==> config.mk <==
export PLATFORM = sky130hd
export DESIGN_NAME = pmd_ctrl
export DESIGN_NICKNAME = d
export VERILOG_FILES = /design/src/hw/rtl/pmd_pkg.sv /design/src/hw/rtl/pmd_ctrl.sv
export VERILOG_INCLUDE_DIRS = /design/src /design/src/hw/rtl
export SDC_FILE = /design/constraint.sdc
export NUM_CORES = 1
export LEC_CHECK = 0
export BUFFER_PORTS_ARGS = -buffer_cell sky130_fd_sc_hd__buf_2
export CAP_MARGIN = 20
export CORE_MARGIN = 1.5
export CORE_UTILIZATION = 48
export CTS_BUF_LIST = sky130_fd_sc_hd__clkbuf_4 sky130_fd_sc_hd__clkbuf_8
export CTS_CLUSTER_SIZE = 16
export DETAILED_ROUTE_END_ITERATION = 6
export PLACE_DENSITY = 0.81
export SYNTH_ARGS = -nofsm -noshare
export SYNTH_HDL_FRONTEND = slang
export SYNTH_SLANG_ARGS = --single-unit
==> constraint.sdc <==
create_clock -name clk_i -period 2 [get_ports clk_i]
set_clock_uncertainty 0.05 [all_clocks]
set_input_delay 0.5 -clock clk_i [delete_from_list [all_inputs] [get_ports clk_i]]
set_output_delay 0.5 -clock clk_i [all_outputs]
set_load 0.02 [all_outputs]
==> src/hw/rtl/pairwise_mahalanobis_distance_assert.svh <==
// assertion macros for the pairwise mahalanobis distance block
`ifndef PAIRWISE_MAHALANOBIS_DISTANCE_ASSERT_SVH
`define PAIRWISE_MAHALANOBIS_DISTANCE_ASSERT_SVH
// implication checked every clock outside reset
`define PMD_ASSERT_IMPL(label, clk, rst_n, ante, cons) \
  label: assert property (@(posedge clk) disable iff (!rst_n) (ante) |-> (cons)) \
    else $error("assertion failed");
// next-cycle implication
`define PMD_ASSERT_NEXT(label, clk, rst_n, ante, cons) \
  label: assert property (@(posedge clk) disable iff (!rst_n) (ante) |=> (cons)) \
    else $error("assertion failed");
`endif

==> src/hw/rtl/pmd_pkg.sv <==
// package: constants, types and command structs of the distance block
`default_nettype none
package pmd_pkg;
  localparam int unsigned Features = 16;
  localparam int unsigned Rows = 1024;
  localparam int unsigned FeatW = $clog2(Features);
  localparam int unsigned RowW = $clog2(Rows);
  localparam int unsigned DataDepth = Rows * Features;
  localparam int unsigned DataAw = $clog2(DataDepth);
  localparam int unsigned MatDepth = Features * Features;
  localparam int unsigned MatAw = $clog2(MatDepth);
  localparam int unsigned AccW = 96;
  localparam logic [24:0] DistMax = 25'h1FFFFFF;

  typedef enum logic [1:0] {
    ModeLoadMat  = 2'd0,
    ModeLoadData = 2'd1,
    ModeQuery    = 2'd2,
    ModeUnused   = 2'd3
  } mode_e;

  typedef struct packed {
    logic [1:0]         mode;
    logic [9:0]         row_a;
    logic [9:0]         row_b;
    logic [3:0]         feature_i;
    logic [3:0]         feature_j;
    logic signed [23:0] load_value;
  } in_item_t;

  typedef struct packed {
    logic [24:0] distance;
    logic        negative_form;
  } out_item_t;

  // controller to datapath commands
  typedef struct packed {
    logic capture;    // latch input item
    logic wr_mat;
    logic wr_data;
    logic rd_a;       // read row a feature (idx) from data ram
    logic rd_b;       // read row b feature
    logic save_a;     // store read data as element a
    logic save_d;     // form d(idx) = a - b
    logic clr_acc;
    logic clr_p;
    logic rd_mat;     // read S(min,max) for i=idx_i, j=idx_j
    logic mac_p;      // p += d_i * s
    logic mac_q;      // acc += p * d_j
    logic sq_init;
    logic sq_step;
    logic [FeatW-1:0] idx_i;
    logic [FeatW-1:0] idx_j;
  } cmd_t;

  typedef struct packed {
    logic mat_ok;
    logic data_ok;
    logic query_ok;
  } status_t;
endpackage
`default_nettype wire

==> src/hw/rtl/pmd_ctrl.sv <==
// controller: sequences loads and query passes over the datapath
`default_nettype none
`include "pairwise_mahalanobis_distance_assert.svh"
module pmd_ctrl import pmd_pkg::*; (
  input  wire logic    clk_i,
  input  wire logic    rst_ni,
  input  wire logic    in_valid_i,
  output logic         in_ready_o,
  input  wire logic [1:0] in_mode_i,
  input  wire status_t status_i,
  input  wire logic    sq_done_i,
  output cmd_t         cmd_o,
  output logic         out_valid_o,
  input  wire logic    out_ready_i
);
  typedef enum logic [9:0] {
    StIdle  = 10'b0000000001,
    StDec   = 10'b0000000010,
    StRdA   = 10'b0000000100,
    StRdB   = 10'b0000001000,
    StDiff  = 10'b0000010000,
    StMat   = 10'b0000100000,
    StMac   = 10'b0001000000,
    StQ     = 10'b0010000000,
    StSqrt  = 10'b0100000000,
    StOut   = 10'b1000000000
  } state_e;

  state_e state_q, state_d;
  logic [1:0] mode_q;
  logic [FeatW-1:0] i_q, i_d, j_q, j_d;
  logic sq_run_q;

  assign in_ready_o = (state_q == StIdle);
  assign out_valid_o = (state_q == StOut);

  always_comb begin
    state_d = state_q;
    i_d = i_q;
    j_d = j_q;
    cmd_o = '0;
    cmd_o.idx_i = i_q;
    cmd_o.idx_j = j_q;
    unique case (state_q)
      StIdle: begin
        if (in_valid_i) begin
          cmd_o.capture = 1'b1;
          state_d = StDec;
        end
      end
      StDec: begin
        state_d = StIdle;
        if (mode_q == ModeLoadMat) cmd_o.wr_mat = status_i.mat_ok;
        else if (mode_q == ModeLoadData) cmd_o.wr_data = status_i.data_ok;
        else if (mode_q == ModeQuery && status_i.query_ok) begin
          i_d = '0;
          cmd_o.clr_acc = 1'b1;
          state_d = StRdA;
        end
      end
      StRdA: begin cmd_o.rd_a = 1'b1; state_d = StRdB; end
      StRdB: begin cmd_o.rd_b = 1'b1; cmd_o.save_a = 1'b1; state_d = StDiff; end
      StDiff: begin
        cmd_o.save_d = 1'b1;
        if (i_q == FeatW'(Features - 1)) begin
          i_d = '0; j_d = '0; cmd_o.clr_p = 1'b1; state_d = StMat;
        end else begin
          i_d = i_q + 1'b1; state_d = StRdA;
        end
      end
      StMat: begin cmd_o.rd_mat = 1'b1; state_d = StMac; end
      StMac: begin
        cmd_o.mac_p = 1'b1;
        if (i_q == FeatW'(Features - 1)) begin
          state_d = StQ;
        end else begin
          i_d = i_q + 1'b1; state_d = StMat;
        end
      end
      StQ: begin
        cmd_o.mac_q = 1'b1;
        cmd_o.clr_p = 1'b1;
        i_d = '0;
        if (j_q == FeatW'(Features - 1)) state_d = StSqrt;
        else begin j_d = j_q + 1'b1; state_d = StMat; end
      end
      StSqrt: begin
        if (!sq_run_q) cmd_o.sq_init = 1'b1;
        else if (sq_done_i) state_d = StOut;
        else cmd_o.sq_step = 1'b1;
      end
      StOut: if (out_ready_i) state_d = StIdle;
      default: state_d = StIdle;
    endcase
  end

  always_ff @(posedge clk_i or negedge rst_ni) begin
    if (!rst_ni) begin
      state_q <= StIdle;
      mode_q <= '0;
      i_q <= '0;
      j_q <= '0;
      sq_run_q <= 1'b0;
    end else begin
      state_q <= state_d;
      i_q <= i_d;
      j_q <= j_d;
      if (cmd_o.capture) mode_q <= in_mode_i;
      sq_run_q <= (state_q == StSqrt) && (state_d == StSqrt);
    end
  end

  `PMD_ASSERT_IMPL(a_onehot, clk_i, rst_ni, 1'b1, $onehot(state_q))
  `PMD_ASSERT_IMPL(a_excl, clk_i, rst_ni, 1'b1, !(in_ready_o && out_valid_o))
  `PMD_ASSERT_NEXT(a_out_hold, clk_i, rst_ni, out_valid_o && !out_ready_i, out_valid_o)
endmodule
`default_nettype wire
# Yosys cells after proc, flatten, opt, wreduce, memory -nomap -nowiden
# Index checks and enable logic that the tools add are counted.
[totals]
reg_bits = 21
out_inout_bits = 24
elab_cells = 77
input_bits = 10
[classes]
muxes = 42
n_reduce_logical = 7
n_eq_ne = 21
add_sub_neg = 2
[op_table]
columns = ["op", "n"]
rows = [
  ["10-bit one-hot mux with 10 select lines", 1],
  ["10-bit 2-to-1 mux", 4],
  ["4-bit 2-to-1 mux", 7],
  ["10-bit by 9-bit == test with 1-bit output, second input constant", 2],
  ["1-bit 2-to-1 mux", 18],
  ["4-bit one-hot mux with 4 select lines", 1],
  ["2-bit inequality test, second input constant", 6],
  ["10-bit by 1-bit == test with 1-bit output, second input constant", 1],
  ["10-bit == test, second input constant", 1],
  ["10-bit by 2-bit == test with 1-bit output, second input constant", 1],
  ["10-bit by 3-bit == test with 1-bit output, second input constant", 1],
  ["10-bit by 4-bit == test with 1-bit output, second input constant", 1],
  ["10-bit by 5-bit == test with 1-bit output, second input constant", 1],
  ["10-bit by 6-bit == test with 1-bit output, second input constant", 1],
  ["10-bit by 7-bit == test with 1-bit output, second input constant", 1],
  ["10-bit by 8-bit == test with 1-bit output, second input constant", 1],
  ["3-bit 2-to-1 mux", 3],
  ["9-bit 2-to-1 mux", 1],
  ["4-bit by 1-bit adder with 4-bit output, second input constant", 2],
  ["4-bit == test, second input constant", 2],
  ["8-bit 2-to-1 mux", 1],
  ["4-bit one-hot mux with 2 select lines", 1],
  ["2-bit 2-to-1 mux", 3],
  ["6-bit 2-to-1 mux", 1],
  ["other kinds (9)", 10],
]

# Logic depth before layout (Yosys ltp)
[depth]
depth_word = 8
ltp_mapped = 7
ltp_nobuf = 6

# Least setup slack after synthesis
# Ideal clock, no wire load.
[synth_path]
path_kind = "register -> output"
start = "register state_q[0]"
end = "output port out_valid_o"
path_buffers = 1
required_time_ns = 1.450
stages_incl_launch_ff = 4
arrival_time_ns = 1.898
slack_ns = -0.448
cell_sequence = "dfstp_2 buf_6 or4_4 nor4b_1"
[synth_between]
elab_chain_cells = 1
[synth_lines]
columns = ["element", "line", "text"]
rows = [
  ["from (decl)", "pmd_ctrl.sv:29", "state_e state_q, state_d;"],
  ["from (signal assigned)", "pmd_ctrl.sv:99", "state_q <= StIdle;"],
  ["from (signal assigned)", "pmd_ctrl.sv:105", "state_q <= state_d;"],
  ["10-bit == test", "pmd_ctrl.sv:35", "assign out_valid_o = (state_q == StOut);"],
  ["to (decl)", "pmd_ctrl.sv:13", "output logic out_valid_o,"],
]
# No other way between the ends.

# Final worst setup path
[layout_path]
start = "register state_q[3]"
end = "output port out_valid_o"
# The elaborated chain is that of the path after synthesis.

==> results.json <==
{
  "antenna_cells": 0,
  "r2r_cells": 8,
  "htreeDepth": 1,
  "muxShareOfSynthArea": 0.0262,
  "yosys_warnings": 0,
  "root_buffer": "clkbuf_4",
  "synth_simple_gate_area_frac": 0.344,
  "p_per_area_nw_per_um2": 719,
  "start_util": 0.507,
  "viasPerCell": 6.37,
  "grt_max_degree": 22,
  "antenna_found_initial": 0,
  "fp.dieW_um": 53.9,
  "period_needed_ns": 2.51,
  "grt_first_pass_wirelength_um": 7250,
  "rsz0062_at_grt": "true",
  "finalSetupTns_ns": -7.82,
  "drc": 0,
  "ioPinCount": 34,
  "grt_pass1_vias": 1512,
  "gp_congestion": 0.935,
  "post-route-util": 0.915,
  "hold_viol": 0,
  "cts_tree": "built",
  "numPortBuffers": 33,
  "fp.dieArea_um2": 2910,
  "violations": "setup timing",
  "synth.most_common_cell": "dfrtp_1",
  "path_max_fanout": 3,
  "end_kind": "output pin",
  "synth.area.top_cells": "dfrtp_1 40%, nor2_1 3.3%, and3_1 3.0%",
  "numCtsBuffers": 3,
  "ys_dominant_reg_cell": "dfrtp_1",
  "worstSkewPairLatency_ns": 0.33,
  "synth_compound_area_frac": 0.128,
  "synthTopCellsByCount": "20 x dfrtp_1, 11 x nor2_1, 9 x nand2_1, 7 x o21ai_0",
  "hold_class": "input port to asynchronous set/reset pin",
  "core_area_um2": 2450,
  "reg2reg_to": "i_q[3]$_DFFE_PN0P_",
  "drt-pass1-iter-count": 4,
  "maxCapViolations": 0,
  "hpwlAfterDp_um": 2530,
  "gr-total-overflow": 0,
  "clkTransAtPathRegs_ns": 0.13,
  "max_freq_ghz": 0.399,
  "dp.cells": 213,
  "yosysUniqueCellTypes": 43,
  "clk_path_buf_depth": 2,
  "worst_pin_slew_ns": 0.504,
  "chipHeight_um": 53.9,
  "final_cells": 246,
  "layout_setup_ws_ns": -0.506,
  "ir_drop_mv": 0.871,
  "grt.total_usage": 0.368,
  "drt_iter0_markers": 72,
  "synth_seq_cells": 21,
  "yosysTopAreaCell": "dfrtp_1",
  "synth_top_area_frac": 0.402,
  "crit_required_ns": 1.45,
  "syn-num-nets": 143,
  "synth_xor_xnor_area_share": 0.0141,
  "setup_viol": 25,
  "fp-row-count": 18,
  "status": "finished, violations left",
  "syn-cell-area_um2": 1240,
  "crit_type": "register to output pin",
  "period_share": 1.25,
  "postSynthCellCount": 131,
  "cts_sinks": 21,
  "ant_nets": 0,
  "r2r-start": "state_q[3]$_DFF_PN0_",
  "start_kind": "register",
  "synth_async_sr_flop_share": 1.00,
  "num-nets-final": 229,
  "p_leak_uw": 0.00114,
  "slew_violations": 0,
  "ys_seq_area_frac": 0.424,
  "arrival_ns": 1.96,
  "hold_ws_ns": 0.0604,
  "synth-edff-count": 0,
  "drive_gt1_frac": 0.625,
  "syn_area_per_cell_um2": 9.49,
  "synth_top_family_by_area": "simple AND/OR/NAND/NOR gates",
  "rrSetupSlack_ns": -0.34,
  "wl_um": 5940,
  "post_drt_wl_per_cell_um": 24.2,
  "max_slew_margin": 0.664,
  "synthAdderAreaFrac": 0.0201,
  "syn_to_final_growth_pct": 80.7,
  "vias": 1568
}
-- power breakdown --
part,internal (uW),switching [uW]
Combinational,457,371
Clock,75.3,145
Sequential,480,89.1
-- metal layers --
layer,wire length [um],GRT usage
met5,0,0
met3,498,0.0611
met1,2100,0.408
met2,2960,0.669
met4,378,0.188
-- registers in the layout, summed over array words and instances (netlist names) --
| name | count |
|---|---|
| j_q | 4 |
| sq_run_q | 1 |
| i_q | 4 |
| mode_q | 2 |
| state_q | 10 |
-- per-stage QoR --
step | setup WS, ns | power, uW | area [um^2]
6_report | -0.506 | 1620 | 2250
5_1_grt | -0.707 | 1680 | 2250
3_5_place_dp | -0.0977 | 987 | 1660
2_1_floorplan | -0.116 | 847 | 1310
3_3_place_gp | -0.0609 | 965 | 1660
4_1_cts | -0.409 | 1390 | 2190
-- cell usage in the layout (no fill, tap or decap), types with 3 or more instances in the layout --
cell       n
nor2_1     7
inv_2      3
clkbuf_4   3
nand3_1    3
nand2_1    7
and2_4     3
buf_2     17
dfrtp_1   18
o21ai_0    3
nor3_2     4
nor4b_4    4
nand4_1    5
buf_6     31
and3_1     4
nor4_4     3
o21ai_1    4
buf_4     39
nand2b_1   4
a21o_1     3
-- worst max-delay path, stage by stage, from the launching register on --
cell and delay (ns):
dfrtp_1 0.42, buf_6 0.14, buf_4 0.12, or4_4 0.45, nor4b_4 0.29, buf_4 0.20
-- repair_timing --
item | in CTS | in global routing
buffers inserted | 33 | 14
hold endpoints to repair | 0 | 0
gates resized for setup | 73 | 29
endpoints found under the setup margin | 20 | 29
hold buffers | 0 | 0
pin swaps | 22 | 12
-- logic make-up (layout without fill, tap and decap cells) --
logic type,count (synthesis),count (layout)
and+or+nand+nor,69,69
AOI/OAI and AO/OA,23,23
DFF,21,21
buffers and inverters,11,96
muxes,3,3
adders and majority gates,2,2
xor gates and xnor gates,2,2
-- worst max-delay path by stage --
stage / end / cells past startpoint / slack (ns) / startpoint
after floorplan: out_valid_o / 3 / -0.12 / state_q[2]$_DFF_PN0_
after global placement: cmd_o[20] / 5 / -0.06 / state_q[0]$_DFF_PN1_
after detailed placement: cmd_o[20] / 5 / -0.1 / state_q[1]$_DFF_PN0_
after CTS: out_valid_o / 4 / -0.41 / state_q[3]$_DFF_PN0_
after global routing: cmd_o[13] / 6 / -0.71 / state_q[5]$_DFF_PN0_
final: out_valid_o / 5 / -0.51 / state_q[3]$_DFF_PN0_
-- area by class of cell --
type,count,area (um^2)
Clock buffer,3,22.5
Fill cell,97,208
Clock inverter,1,5.00
Multi-Input combinational cell,99,907
Inverter,5,18.8
Sequential cell,21,529
Tap cell,30,37.5
Timing Repair Buffer,87,727
Power figures use the tool's default switching activity.
